===== src/rtl/sine_note_adsr_synth_macros.svh =====
// Assertion macros for the note synthesiser.
// No dependencies.
`ifndef SINE_NOTE_ADSR_SYNTH_MACROS_SVH
`define SINE_NOTE_ADSR_SYNTH_MACROS_SVH
`define SNAS_ASSERT_IMP(label, ante, cons) \
    label: assert property (@(posedge aclk) disable iff (!aresetn) (ante) |-> (cons)) \
        else $error("check failed");
`define SNAS_ASSERT_NEXT(label, ante, cons) \
    label: assert property (@(posedge aclk) disable iff (!aresetn) (ante) |=> (cons)) \
        else $error("check failed");
`endif


===== src/rtl/snas_pkg.sv =====
// Package for the note synthesiser: constants, pitch table, command codes.
// No dependencies.
`default_nettype none
package snas_pkg;
    localparam int SINE_TABLE_DEPTH = 1024;
    localparam int NOTE_COUNT       = 128;
    localparam int DURATION_BITS    = 24;
    localparam logic CMD_LOAD = 1'b0;
    localparam logic CMD_TICK = 1'b1;
    localparam logic [2:0] REG_RATE = 3'd0;
    localparam logic [2:0] REG_ATT  = 3'd1;
    localparam logic [2:0] REG_DEC  = 3'd2;
    localparam logic [2:0] REG_REL  = 3'd3;
    localparam logic [2:0] REG_SUS  = 3'd4;

    function automatic logic [31:0] top_octave(input logic [3:0] s);
        logic [31:0] r;
        case (s)
            4'd0:  r = 32'd548668578;
            4'd1:  r = 32'd581294109;
            4'd2:  r = 32'd615859655;
            4'd3:  r = 32'd652480576;
            4'd4:  r = 32'd691279090;
            4'd5:  r = 32'd732384684;
            4'd6:  r = 32'd775934544;
            4'd7:  r = 32'd822074012;
            4'd8:  r = 32'd870957077;
            4'd9:  r = 32'd922746880;
            4'd10: r = 32'd977616265;
            4'd11: r = 32'd1035748353;
            default: r = 32'd0;
        endcase
        return r;
    endfunction
endpackage
`default_nettype wire


===== src/rtl/snas_divider.sv =====
// Restoring divider, one quotient bit per cycle.
// Depends on nothing else.
`default_nettype none
module snas_divider (
    input  wire logic        aclk,
    input  wire logic        aresetn,
    input  wire logic        start,
    input  wire logic [47:0] dividend,
    input  wire logic [31:0] divisor,
    output logic             busy,
    output logic [47:0]      quotient
);
    logic [47:0] q_reg, q_next;
    logic [32:0] rem_reg, rem_next;
    logic [31:0] d_reg, d_next;
    logic [5:0]  cnt_reg, cnt_next;
    logic        busy_reg, busy_next;
    logic [32:0] trial;

    always_comb begin
        q_next = q_reg;
        rem_next = rem_reg;
        d_next = d_reg;
        cnt_next = cnt_reg;
        busy_next = busy_reg;
        trial = {rem_reg[31:0], q_reg[47]} - {1'b0, d_reg};
        if (start) begin
            q_next = dividend;
            rem_next = '0;
            d_next = divisor;
            cnt_next = 6'd48;
            busy_next = 1'b1;
        end else if (busy_reg) begin
            if (!trial[32]) begin
                rem_next = trial;
                q_next = {q_reg[46:0], 1'b1};
            end else begin
                rem_next = {rem_reg[31:0], q_reg[47]};
                q_next = {q_reg[46:0], 1'b0};
            end
            cnt_next = cnt_reg - 6'd1;
            if (cnt_reg == 6'd1) busy_next = 1'b0;
        end
    end

    always_ff @(posedge aclk) begin
        q_reg <= q_next;
        rem_reg <= rem_next;
        d_reg <= d_next;
        cnt_reg <= cnt_next;
        if (!aresetn) busy_reg <= 1'b0;
        else busy_reg <= busy_next;
    end
    assign busy = busy_reg;
    assign quotient = q_reg;
endmodule
`default_nettype wire


===== src/rtl/snas_mult.sv =====
// Registered 32x32 multiplier, shared by all sequencer steps.
// Depends on nothing else.
`default_nettype none
module snas_mult (
    input  wire logic        aclk,
    input  wire logic [31:0] a,
    input  wire logic [31:0] b,
    output logic [63:0]      p
);
    logic [63:0] p_reg;
    always_ff @(posedge aclk) begin
        p_reg <= a * b;
    end
    assign p = p_reg;
endmodule
`default_nettype wire


===== src/rtl/sine_note_adsr_synth.sv =====
// Note synthesiser top: note/silence loads, then one sample per tick transfer.
// Note load: ready again after the divide and the phase multiply; silence load: ready again
// at once. Note tick: result after the envelope divide, skipped in sustain; idle or silent
// tick: result straight from the output state. One item in flight at a time.
// Synchronous active-low reset: idle, counters zero, registers at their defaults.
// Depends on snas_pkg, snas_divider, snas_mult, sine_note_adsr_synth_macros.svh.
`default_nettype none
`include "sine_note_adsr_synth_macros.svh"
module sine_note_adsr_synth #(
    parameter int SINE_TABLE_DEPTH = snas_pkg::SINE_TABLE_DEPTH,
    parameter int DURATION_BITS    = snas_pkg::DURATION_BITS
) (
    input  wire logic        aclk,
    input  wire logic        aresetn,
    input  wire logic        s_valid,
    output logic             s_ready,
    input  wire logic        s_command,
    input  wire logic        s_is_silence,
    input  wire logic [6:0]  s_note_number,
    input  wire logic [6:0]  s_velocity,
    input  wire logic [23:0] s_duration_samples,
    output logic             m_valid,
    input  wire logic        m_ready,
    output logic signed [15:0] m_sample,
    output logic             m_last_of_event,
    output logic             m_active,
    input  wire logic        cfg_valid,
    output logic             cfg_ready,
    input  wire logic [2:0]  cfg_index,
    input  wire logic [16:0] cfg_data
);
    localparam int TB = $clog2(SINE_TABLE_DEPTH);
    localparam logic [23:0] DMASK = 24'((64'd1 << DURATION_BITS) - 64'd1);
    // ceil(2^30/127): exact x/127 for x below 2^23
    localparam logic [31:0] AMP_RECIP = 32'd8454661;

    localparam logic [4:0] S_IDLE = 5'd0, S_LDIV = 5'd1, S_LWAIT = 5'd2,
        S_LPH = 5'd3, S_LPHW = 5'd4, S_ENV = 5'd5, S_EDIV = 5'd6,
        S_Z2 = 5'd7, S_T1 = 5'd8, S_T2 = 5'd9, S_T3 = 5'd10,
        S_T4 = 5'd11, S_T5 = 5'd12, S_AMP = 5'd13, S_A2 = 5'd14,
        S_ENVM = 5'd15, S_E2 = 5'd16, S_OUT = 5'd17, S_DONE = 5'd18;

    localparam logic [1:0] ENV_ATT = 2'd0, ENV_DEC = 2'd1, ENV_REL = 2'd2;

    logic [4:0]  st_reg, st_next;
    logic [1:0]  ret_reg, ret_next;
    logic [16:0] rate_reg;
    logic [15:0] att_reg, dec_reg, rel_reg, sus_reg;
    logic [31:0] elap_reg, elap_next, ph_reg, ph_next, inc_reg, inc_next;
    logic [23:0] pos_reg, pos_next, len_reg, len_next;
    logic [15:0] amp_reg, amp_next;
    logic        sil_reg, sil_next, act_reg, act_next;
    logic [31:0] z_reg, z_next, z2_reg, z2_next, t_reg, t_next;
    logic [16:0] env_reg, env_next;
    logic        neg_reg, neg_next, envdiv_reg, envdiv_next;
    logic [31:0] ma_reg, ma_next, mb_reg, mb_next;
    logic [63:0] mp;
    logic        dstart;
    logic [47:0] dnd;
    logic [31:0] dsr;
    logic        dbusy;
    logic [47:0] dq;
    logic        mv_reg, mv_next, ml_reg, ml_next, ma_o_reg, ma_o_next;
    logic [15:0] ms_reg, ms_next;

    logic [TB-1:0] idx;
    logic [15:0]   turn;
    logic [31:0]   zf;
    logic [3:0]    oct, semi;
    logic [31:0]   freq;
    logic [31:0]   vprod;
    logic [63:0]   sh15, mag;
    logic [16:0]   qs;
    logic [23:0]   lp;
    logic [31:0]   pa;
    logic [16:0]   envv;

    snas_divider u_div (.aclk, .aresetn, .start(dstart), .dividend(dnd), .divisor(dsr),
        .busy(dbusy), .quotient(dq));
    snas_mult u_mul (.aclk, .a(ma_reg), .b(mb_reg), .p(mp));

    assign s_ready = (st_reg == S_IDLE);
    assign cfg_ready = (st_reg == S_IDLE);

    always_ff @(posedge aclk) begin
        if (!aresetn) begin
            rate_reg <= 17'd16000; att_reg <= 16'd800; dec_reg <= 16'd1600;
            rel_reg <= 16'd3200; sus_reg <= 16'd52429;
        end else if (cfg_valid && cfg_ready) begin
            case (cfg_index)
                snas_pkg::REG_RATE: rate_reg <= cfg_data;
                snas_pkg::REG_ATT:  att_reg <= cfg_data[15:0];
                snas_pkg::REG_DEC:  dec_reg <= cfg_data[15:0];
                snas_pkg::REG_REL:  rel_reg <= cfg_data[15:0];
                snas_pkg::REG_SUS:  sus_reg <= cfg_data[15:0];
                default: ;
            endcase
        end
    end

    // sine index folded to quarter wave; note split into octave and semitone
    always_comb begin
        idx = ph_reg[31 -: TB];
        turn = 16'(({16'd0, idx} << 16) >> TB);
        zf = {17'd0, turn[13:0], 1'b0};
        if (turn[14]) zf = 32'd32768 - zf;
        oct = 4'd0;
        for (int k = 1; k <= 10; k++) begin
            if (s_note_number >= 7'(12 * k)) oct = 4'(k);
        end
        semi = 4'(s_note_number - 7'(oct) * 7'd12);
        freq = snas_pkg::top_octave(semi) >> (4'd10 - oct);
        vprod = 32'(s_velocity) * 32'd45875 + 32'd63;
        sh15 = mp >> 15;
        mag = mp >> 16;
        qs = (sh15 > 64'd32767) ? 17'd32767 : sh15[16:0];
        lp = pos_reg + 24'd1;
        pa = {8'd0, pos_reg} - {16'd0, att_reg};
        envv = !envdiv_reg ? env_reg :
               (ret_reg == ENV_DEC) ? 17'd65536 - dq[16:0] : dq[16:0];
    end

    always_comb begin
        st_next = st_reg; ret_next = ret_reg;
        elap_next = elap_reg; ph_next = ph_reg; inc_next = inc_reg;
        pos_next = pos_reg; len_next = len_reg; amp_next = amp_reg;
        sil_next = sil_reg; act_next = act_reg;
        z_next = z_reg; z2_next = z2_reg; t_next = t_reg; env_next = env_reg;
        neg_next = neg_reg; envdiv_next = envdiv_reg;
        ma_next = ma_reg; mb_next = mb_reg;
        mv_next = mv_reg; ml_next = ml_reg; ma_o_next = ma_o_reg; ms_next = ms_reg;
        dstart = 1'b0; dnd = '0; dsr = 32'd1;
        if (mv_reg && m_ready) mv_next = 1'b0;
        case (st_reg)
            S_IDLE: if (s_valid && s_ready) begin
                if (s_command == snas_pkg::CMD_LOAD) begin
                    sil_next = s_is_silence;
                    len_next = s_duration_samples & DMASK;
                    pos_next = '0;
                    act_next = (s_duration_samples & DMASK) != 24'd0;
                    if (s_is_silence) begin
                        inc_next = '0; amp_next = '0; ph_next = '0;
                    end else begin
                        dstart = 1'b1;
                        dnd = {freq, 16'd0};
                        dsr = (rate_reg == 17'd0) ? 32'd1 : {15'd0, rate_reg};
                        ma_next = vprod; mb_next = AMP_RECIP;
                        st_next = S_LDIV;
                    end
                end else if (!act_reg || sil_reg) begin
                    t_next = '0; st_next = S_DONE;
                end else begin
                    z_next = zf; neg_next = turn[15];
                    envdiv_next = 1'b1;
                    // envelope dividend goes through the multiplier first
                    if ({8'd0, pos_reg} < {16'd0, att_reg}) begin
                        ma_next = {8'd0, pos_reg}; mb_next = 32'd65536;
                        ret_next = ENV_ATT;
                    end else if ({8'd0, pos_reg} < {16'd0, att_reg} + {16'd0, dec_reg}) begin
                        ma_next = pa; mb_next = 32'd65536 - {16'd0, sus_reg};
                        ret_next = ENV_DEC;
                    end else if ({8'd0, pos_reg} + {16'd0, rel_reg} < {8'd0, len_reg}) begin
                        envdiv_next = 1'b0; env_next = {1'b0, sus_reg};
                    end else begin
                        ma_next = {16'd0, sus_reg}; mb_next = {8'd0, len_reg - pos_reg};
                        ret_next = ENV_REL;
                    end
                    st_next = S_ENV;
                end
            end
            S_LDIV: st_next = S_LWAIT;
            S_LWAIT: if (!dbusy) begin
                amp_next = mp[45:30];
                inc_next = dq[31:0];
                ma_next = dq[31:0]; mb_next = elap_reg;
                st_next = S_LPH;
            end
            S_LPH: st_next = S_LPHW;
            S_LPHW: begin ph_next = mp[31:0]; st_next = S_IDLE; end
            S_ENV: begin
                ma_next = z_reg; mb_next = z_reg;
                st_next = S_EDIV;
            end
            S_EDIV: begin
                dstart = envdiv_reg;
                dnd = mp[47:0];
                case (ret_reg)
                    ENV_ATT: dsr = {16'd0, att_reg};
                    ENV_DEC: dsr = {16'd0, dec_reg};
                    default: dsr = {16'd0, rel_reg};
                endcase
                st_next = S_Z2;
            end
            S_Z2: begin
                z2_next = sh15[31:0];
                ma_next = 32'd2320; mb_next = sh15[31:0]; st_next = S_T1;
            end
            S_T1: st_next = S_T2;
            S_T2: begin
                ma_next = 32'd21024 - sh15[31:0]; mb_next = z2_reg; st_next = S_T3;
            end
            S_T3: st_next = S_T4;
            S_T4: begin
                ma_next = 32'd51472 - sh15[31:0]; mb_next = z_reg; st_next = S_T5;
            end
            S_T5: st_next = S_AMP;
            S_AMP: begin
                ma_next = {15'd0, qs}; mb_next = {16'd0, amp_reg}; st_next = S_A2;
            end
            S_A2: st_next = S_ENVM;
            S_ENVM: if (!dbusy) begin
                ma_next = mag[31:0]; mb_next = {15'd0, envv}; st_next = S_E2;
            end
            S_E2: st_next = S_OUT;
            S_OUT: begin
                t_next = neg_reg ? 32'd0 - {16'd0, mag[15:0]} : {16'd0, mag[15:0]};
                st_next = S_DONE;
            end
            S_DONE: if (!mv_reg || m_ready) begin
                ms_next = t_reg[15:0];
                mv_next = 1'b1;
                if (act_reg) begin
                    ml_next = lp >= len_reg;
                    ma_o_next = 1'b1;
                    pos_next = lp & DMASK;
                    ph_next = ph_reg + inc_reg;
                    elap_next = elap_reg + 32'd1;
                    if (lp >= len_reg) act_next = 1'b0;
                end else begin
                    ml_next = 1'b0; ma_o_next = 1'b0;
                end
                st_next = S_IDLE;
            end
            default: st_next = S_IDLE;
        endcase
    end

    always_ff @(posedge aclk) begin
        if (!aresetn) begin
            st_reg <= S_IDLE; ret_reg <= '0;
            elap_reg <= '0; ph_reg <= '0; inc_reg <= '0; pos_reg <= '0; len_reg <= '0;
            amp_reg <= '0; sil_reg <= 1'b0; act_reg <= 1'b0;
            mv_reg <= 1'b0; neg_reg <= 1'b0; envdiv_reg <= 1'b0; t_reg <= '0;
        end else begin
            st_reg <= st_next; ret_reg <= ret_next;
            elap_reg <= elap_next; ph_reg <= ph_next; inc_reg <= inc_next;
            pos_reg <= pos_next; len_reg <= len_next; amp_reg <= amp_next;
            sil_reg <= sil_next; act_reg <= act_next;
            mv_reg <= mv_next; neg_reg <= neg_next; envdiv_reg <= envdiv_next;
            t_reg <= t_next;
        end
        z_reg <= z_next; z2_reg <= z2_next; env_reg <= env_next;
        ma_reg <= ma_next; mb_reg <= mb_next;
        ml_reg <= ml_next; ma_o_reg <= ma_o_next;
        ms_reg <= ms_next;
    end

    assign m_valid = mv_reg;
    assign m_sample = ms_reg;
    assign m_last_of_event = ml_reg;
    assign m_active = ma_o_reg;

    `SNAS_ASSERT_IMP(a_busy_not_ready, st_reg != S_IDLE, !s_ready)
    `SNAS_ASSERT_IMP(a_idle_zero, m_valid && !m_active, m_sample == 16'd0 && !m_last_of_event)
    `SNAS_ASSERT_NEXT(a_hold, m_valid && !m_ready, m_valid && $stable(m_sample))
endmodule
`default_nettype wire


===== config.mk =====
export PLATFORM = sky130hd
export DESIGN_NAME = sine_note_adsr_synth
export DESIGN_NICKNAME = d
export VERILOG_FILES = /design/src/rtl/snas_pkg.sv /design/src/rtl/snas_divider.sv /design/src/rtl/snas_mult.sv /design/src/rtl/sine_note_adsr_synth.sv
export VERILOG_INCLUDE_DIRS = /design/src /design/src/rtl
export SDC_FILE = /design/constraint.sdc
export NUM_CORES = 2
export LEC_CHECK = 0
export BUFFER_PORTS_ARGS = -buffer_cell sky130_fd_sc_hd__buf_4
export CAP_MARGIN = 20
export CELL_PAD_IN_SITES_DETAIL_PLACEMENT = 0
export CELL_PAD_IN_SITES_GLOBAL_PLACEMENT = 1
export CORE_ASPECT_RATIO = 1.25
export CORE_MARGIN = 2
export CORE_UTILIZATION = 43
export CTS_CLUSTER_SIZE = 16
export DETAILED_ROUTE_END_ITERATION = 7
export PLACE_DENSITY_LB_ADDON = 0.08
export SYNTH_ARGS = -nofsm -noshare
export SYNTH_HDL_FRONTEND = slang
export SYNTH_HIERARCHICAL = 1
export SYNTH_SLANG_ARGS = --single-unit
export TNS_END_PERCENT = 100

===== constraint.sdc =====
create_clock -name aclk -period 19.2 [get_ports aclk]
set_input_delay 3.84 -clock aclk [delete_from_list [all_inputs] [get_ports aclk]]
set_output_delay 3.84 -clock aclk [all_outputs]
set_load 0.01 [all_outputs]

After elaboration in Yosys (flattened, before gate mapping)
Memory sizes are Yosys's and may differ from the RTL's.
Cells that the tools add are included.
{"block": "word_totals", "regBits": 599, "romBits": 480, "in_bits": 65, "out_inout_bits": 21, "word_cells": 253, "mem_count": 1}
{"block": "op_classes", "n_addsub": 18, "mul": 3, "order_cmp": 15, "eq_ne": 37, "shift": 1, "n_mux": 101, "bitwise": 4, "reduce_logical": 39}
{"memory": "(no name shown)", "depth": 16, "word_bits": 30, "rd": 1, "rd_ports_with_merged_regs": 0, "write_ports": 0, "line": "snas_pkg.sv:18", "text": "case (s)"}
{"op": "32-bit 2-to-1 mux", "count": 24}
{"op": "32-bit one-hot mux with 8 select lines", "count": 1}
{"op": "48-bit 2-to-1 mux", "count": 5}
{"op": "32-bit one-hot mux with 7 select lines", "count": 1}
{"op": "16-bit 2-to-1 mux", "count": 8}
{"op": "17-bit 2-to-1 mux", "count": 7}
{"op": "24-bit 2-to-1 mux", "count": 4}
{"op": "16-bit one-hot mux with 2 select lines", "count": 3}
{"op": "32-bit one-hot mux with 3 select lines", "count": 1}
{"op": "48-bit one-hot mux with 2 select lines", "count": 1}
{"op": "5-bit one-hot mux with 18 select lines", "count": 1}
{"op": "32-bit by 32-bit multiplier with 64-bit output", "count": 1}
{"op": "32-bit one-hot mux with 2 select lines", "count": 1}
{"op": "49-bit by 15-bit > comparator with 1-bit output (second input constant)", "count": 1}
{"op": "24-bit one-hot mux with 2 select lines", "count": 1}
{"op": "5-bit by 4-bit == test with 1-bit output (second input constant)", "count": 8}
{"op": "4-bit 2-to-1 mux", "count": 9}
{"op": "7-bit greater-or-equal comparator (second input constant)", "count": 5}
{"op": "5-bit 2-to-1 mux", "count": 7}
{"op": "17-bit one-hot mux with 2 select lines", "count": 1}
{"op": "33-bit by 32-bit subtractor with 33-bit output", "count": 1}
{"op": "32-bit by 1-bit adder with 32-bit output (second input constant)", "count": 1}
{"op": "32-bit adder", "count": 1}
{"op": "32-bit by 4-bit right shift with 32-bit output", "count": 1}
{"op": "61 further kinds", "count": 124}

Depth between registers and ports, before layout
An unclocked memory read counts as a cell.
{"block": "logic_depth", "word_depth": 20, "depth_mapped": 26, "ltp_nobuf": 24}

Modules after synthesis
The synthesis kept the hierarchy.
{"mod": "snas_mult", "n_inst": 1, "cells_each": 3821, "area_each_um2": 34978.5, "seq_area_each_um2": 1281.2}
{"mod": "sine_note_adsr_synth", "n_inst": 1, "cells_each": 3787, "area_each_um2": 30964.7, "seq_area_each_um2": 9559.2}
{"mod": "snas_divider", "n_inst": 1, "cells_each": 665, "area_each_um2": 6890.4, "seq_area_each_um2": 3183.1}

Worst setup path after synthesis
Ideal clock, no wire load.
{"block": "synth_path", "path_type": "input port to flip-flop", "startpoint": "input port s_note_number[3]", "endpoint": "register u_div.q_reg[28], in the netlist u_div/quotient[28], data pin", "arrival_ps": 7704, "slack_ps": 11236, "path_stages": 19, "n_path_buf": 6, "path_cell_list": "buf_2 > or3b_1 > a21oi_2 > a31o_2 > nor2_4 > inv_2 > buf_4 > ha_1 > buf_2 > xor3_1 > buf_2 > buf_2 > buf_2 > nand2_1 > o31a_1 > a31o_1 > o211a_1 > a221o_1 > mux2_2"}
{"block": "synth_between", "elab_chain_len": 20, "word_cells_on_any_way": 30, "classes_between": "2 x add/sub; 1 x mul; 10 x order compare; 1 x shift; 15 x mux; 1 x memory"}
{"element": "start, declared", "line": "sine_note_adsr_synth.sv:19", "text": "input wire logic [6:0] s_note_number,"}
{"element": "7-bit by 4-bit greater-or-equal comparator with 1-bit output", "line": "sine_note_adsr_synth.sv:109", "text": "if (s_note_number >= 7'(12 * k)) oct = 4'(k);"}
{"element": "1-bit 2-to-1 mux", "line": "sine_note_adsr_synth.sv:109"}
{"element": "4-bit 2-to-1 mux (9 in series)", "line": "sine_note_adsr_synth.sv:109"}
{"element": "4-bit by 2-bit multiplier with 2-bit output", "line": "sine_note_adsr_synth.sv:111", "text": "semi = 4'(s_note_number - 7'(oct) * 7'd12);"}
{"element": "4-bit subtractor", "line": "sine_note_adsr_synth.sv:111"}
{"element": "memory read 16 x 30 bit"}
{"element": "32-bit by 4-bit right shift with 32-bit output (*)", "line": "sine_note_adsr_synth.sv:112", "text": "freq = snas_pkg::top_octave(semi) >> (4'd10 - oct);"}
{"element": "48-bit 2-to-1 mux (*)", "line": "sine_note_adsr_synth.sv:141", "text": "if (s_is_silence) begin"}
{"element": "48-bit 2-to-1 mux (*)", "line": "sine_note_adsr_synth.sv:136", "text": "if (s_command == snas_pkg::CMD_LOAD) begin"}
{"element": "48-bit 2-to-1 mux (*)", "line": "sine_note_adsr_synth.sv:135", "text": "S_IDLE: if (s_valid && s_ready) begin"}
{"element": "48-bit one-hot mux with 2 select lines (*)", "line": "sine_note_adsr_synth.sv:134", "text": "case (st_reg)"}
{"element": "via dnd[28]", "line": "sine_note_adsr_synth.sv:59", "text": "logic [47:0] dnd;"}
{"element": "48-bit 2-to-1 mux (*)", "line": "snas_divider.sv:27", "text": "if (start) begin"}
{"element": "via u_div.q_next[28]", "line": "snas_divider.sv:13", "text": "logic [47:0] q_reg, q_next;"}
{"element": "end signal, assigned", "line": "snas_divider.sv:47", "text": "q_reg <= q_next;"}
{"element": "end, declared", "line": "snas_divider.sv:13"}
Mark *: on every way through the listed nets, which the timed path passes. The rest lies on a longest branch.
A chain may end at the register's enable or synchronous reset.

Worst setup path after layout
{"block": "layout_path", "startpoint": "input port s_note_number[3]", "endpoint": "register u_div.q_reg[27], in the netlist u_div/quotient[27], data pin"}
The elaborated chain is that of the path after synthesis.

==> metrics <==
multi-input logic area=about 53000 µm²; fmax=112 MHz; core area=between 150000 and 200000 µm²; register area share after synthesis=19.3%; Longest Clk Path Bufs=3; Fin. Hold Viols=0; Synth area leaders=fa_1 (25%), dfxtp_1 (10%), ha_1 (9.4%); Synth Area in Simple Gates=a little under a fifth; area leader, netlist=fa_1; final-report max-slew violation count=0; htree depth=3; Worst Setup Slack post-DPL=approximately 9.6 ns; post-synthesis async set-or-reset flop share=0%; vias per inst=5.90; Storage cell area=~14000 µm²; Final ANT Viol Nets=0; # IOs=86; fin crit share=a little under half; DRT Pass-1 Iters=8; max_slew headroom=14.3%; Setup Fix Bufs, Post-CTS=0; layout cells sized above 1=between 6 and 7%; Slowest-stage cell, CP=xnor3_1; WS Path Type=in -> reg; post-layout min period=8.91 ns; Synth Cell Area=approximately 73000 µm²; initial antenna violation count=30; final routed DRC violation total=8; Reg clk slew, reported paths=around 0.060 ns; HP Class=reg -> reg; clock latency on the worst-skew pair=approximately 0.71 ns; CP endpoint kind=register; Worst Max-Slew Pin Slew=1.28 ns; DR vias=61200; Rows=168; synth unique cells=approximately 120; FF+latch count, synth=between 500 and 600; Die W=between 300 and 400 µm; Post-CTS Resized=0; fillcell total=between 15000 and 20000; Synth Flop Type=dfxtp_1; worst-path fanout max=37; GPL Wtd Cong=slightly below 1; global route overflow=0; total wire length=281000 µm; CP max stage delay=around 0.86 ns; clk root buf=clkbuf_16; # setup viols final=0; synthesized instance count=~8300; Yosys top cell area share=approximately 25%; Startpoint Class=input pin; clock skew=~0.046 ns; # hold bufs at CTS=0; post-synthesis compound-gate area fraction=14.2%; largest family of logic cells by synthesized area=adder cells; failing checks=DRC; Post-Synth Adder-Cell Area=around a third; crit path cell chain=buf_4 > xor2_1 > o22ai_1 > o2bb2ai_2 > buf_4 > nor2_4 > inv_2 > ha_1 > buf_4 > xnor3_1 > nor2_1 > a21o_1 > a21oi_1 > a21oi_1 > mux4_2 > a22o_1 > a21o_1 > mux2_2; most used cell, CP=buf_4; largest net degree at the start of global routing=78; Die ar.=approximately 170000 µm²; global-route wire length before repair=a little over 400000 µm; IO Port Bufs=85; YS warnings=6; Setup TNS=0 ns; Starting Density=between 40 and 50%; GRT Total Usage=about a third; mux cell area share after synthesis=under 10%; total CTS buffers=74; Area Overhead vs Synth=7.28%; Final #Nets=a little under 10000; worst path required time=a little under 20 ns; vias in the first global route=62200; Post-synth EDFFs=~220; syn avg cell area=about 8.8 µm²; WL/cell=27.1 µm; Iteration-0 DRC Markers=approximately 5800; critical path arrival=approximately 9.4 ns; Clock Sinks=~600; DP HPWL=roughly 210000 µm; run status=complete, but fails checks; unrepaired setup endpoints after global routing=false; Post-Synth XOR/XNOR Area=3.61%; Largest register FFs=64; CTS tree=done; max cap viols=0; Die Y=between 400 and 500 µm; Worst Slack Setup Final=between 10 and 15 ns
==> kinds of logic after synthesis <==
| logic type | after synthesis |
|---|---|
| AO/OA/AOI/OAI | 1540 |
| buffers and inverters | 1573 |
| XOR/XNOR | 297 |
| adder cells (fa/ha/maj) | 1468 |
| multiplexers | 117 |
| other | 1 |
| AND/OR/NAND/NOR | 2686 |
| flip-flops | 591 |
==> routing by layer <==
metal	vias up	track usage, %	part of all wire (%)
li1	27200	-	-
met1	31200	44.3	42
met2	2321	50.5	45
met3	550	5.82	7.8
met4	10	14.0	4.9
met5	-	0	0.019
==> critical path, delay by kind of cell <==
family,cells,cell delay [ns]
fa+ha+maj,1,0.39
compound gates,7,1.27
mux,2,0.81
buf+inv,4,1.20
xor+xnor,2,1.04
simple gates,2,0.77
==> synth_stat cells (97+ instances only) <==
master	instances
o21ai_0	283
nand2_1	1017
ha_1	547
nor3_1	97
dfxtp_1	372
a21o_1	104
xnor2_1	187
nand3_1	153
edfxtp_1	219
a21oi_1	399
and2_1	643
xor2_1	108
fa_1	921
inv_1	1064
clkbuf_1	439
nor2_1	396
==> metrics by stage <==
step	hold slack (ns)	cells	util (%)	cell area, µm²
2_1_floorplan	0.403	8287	-	72900
3_3_place_gp	0.414	10200	45.0	75600
3_5_place_dp	0.420	10200	45.0	75600
4_1_cts	0.425	10400	46.5	78100
5_1_grt	0.447	10400	46.5	78100
6_report	0.432	10400	46.5	78100
==> path summary, 6_finish.rpt <==
| path | startpoint | to | slack [ns] | depth (start not counted) |
|---|---|---|---|---|
| worst min-delay path | t_reg[1] | m_sample[1] | 0.43 | 0 |
| worst max register to register | ma_reg[13] | u_mul/p[54] | 10.63 | 21 |
| worst min register to register | t_reg[1] | m_sample[1] | 0.43 | 0 |
| worst max-delay path | s_note_number[3] | u_div/quotient[27] | 10.29 | 18 |
==> layout make-up <==
cell class,instances,area share (%)
Multi-Input combinational cell,6123,67.8
Inverter,1071,5.15
Timing Repair Buffer,237,2.28
Clock buffer,95,2.61
Tap cell,2210,3.54
Sequential cell,591,17.9
Antenna cell,4,0.0128
Clock inverter,40,0.631
==> cells in the final DEF (no fill, tap or decap), types with 38 or more instances in the layout <==
| cell type | instances |
|---|---|
| edfxtp_1 | 219 |
| o21a_1 | 52 |
| and3_1 | 61 |
| ha_1 | 547 |
| inv_1 | 1064 |
| a31oi_1 | 67 |
| mux2i_1 | 50 |
| a221oi_1 | 42 |
| mux2_2 | 60 |
| nor2_1 | 390 |
| nand4_1 | 64 |
| nor3_1 | 93 |
| a22oi_1 | 83 |
| xor2_1 | 107 |
| nand3_1 | 153 |
| xnor2_1 | 186 |
| clkbuf_16 | 76 |
| a21o_1 | 103 |
| dfxtp_1 | 371 |
| o211ai_1 | 69 |
| nor4_1 | 38 |
| a211oi_1 | 41 |
| o21ai_0 | 282 |
| a21oi_1 | 399 |
| fa_1 | 921 |
| and2_1 | 643 |
| buf_4 | 237 |
| nand2_1 | 1015 |
Power is not shown: default switching activity piles up to over one toggle a cycle in this logic, so the estimate is an artifact.
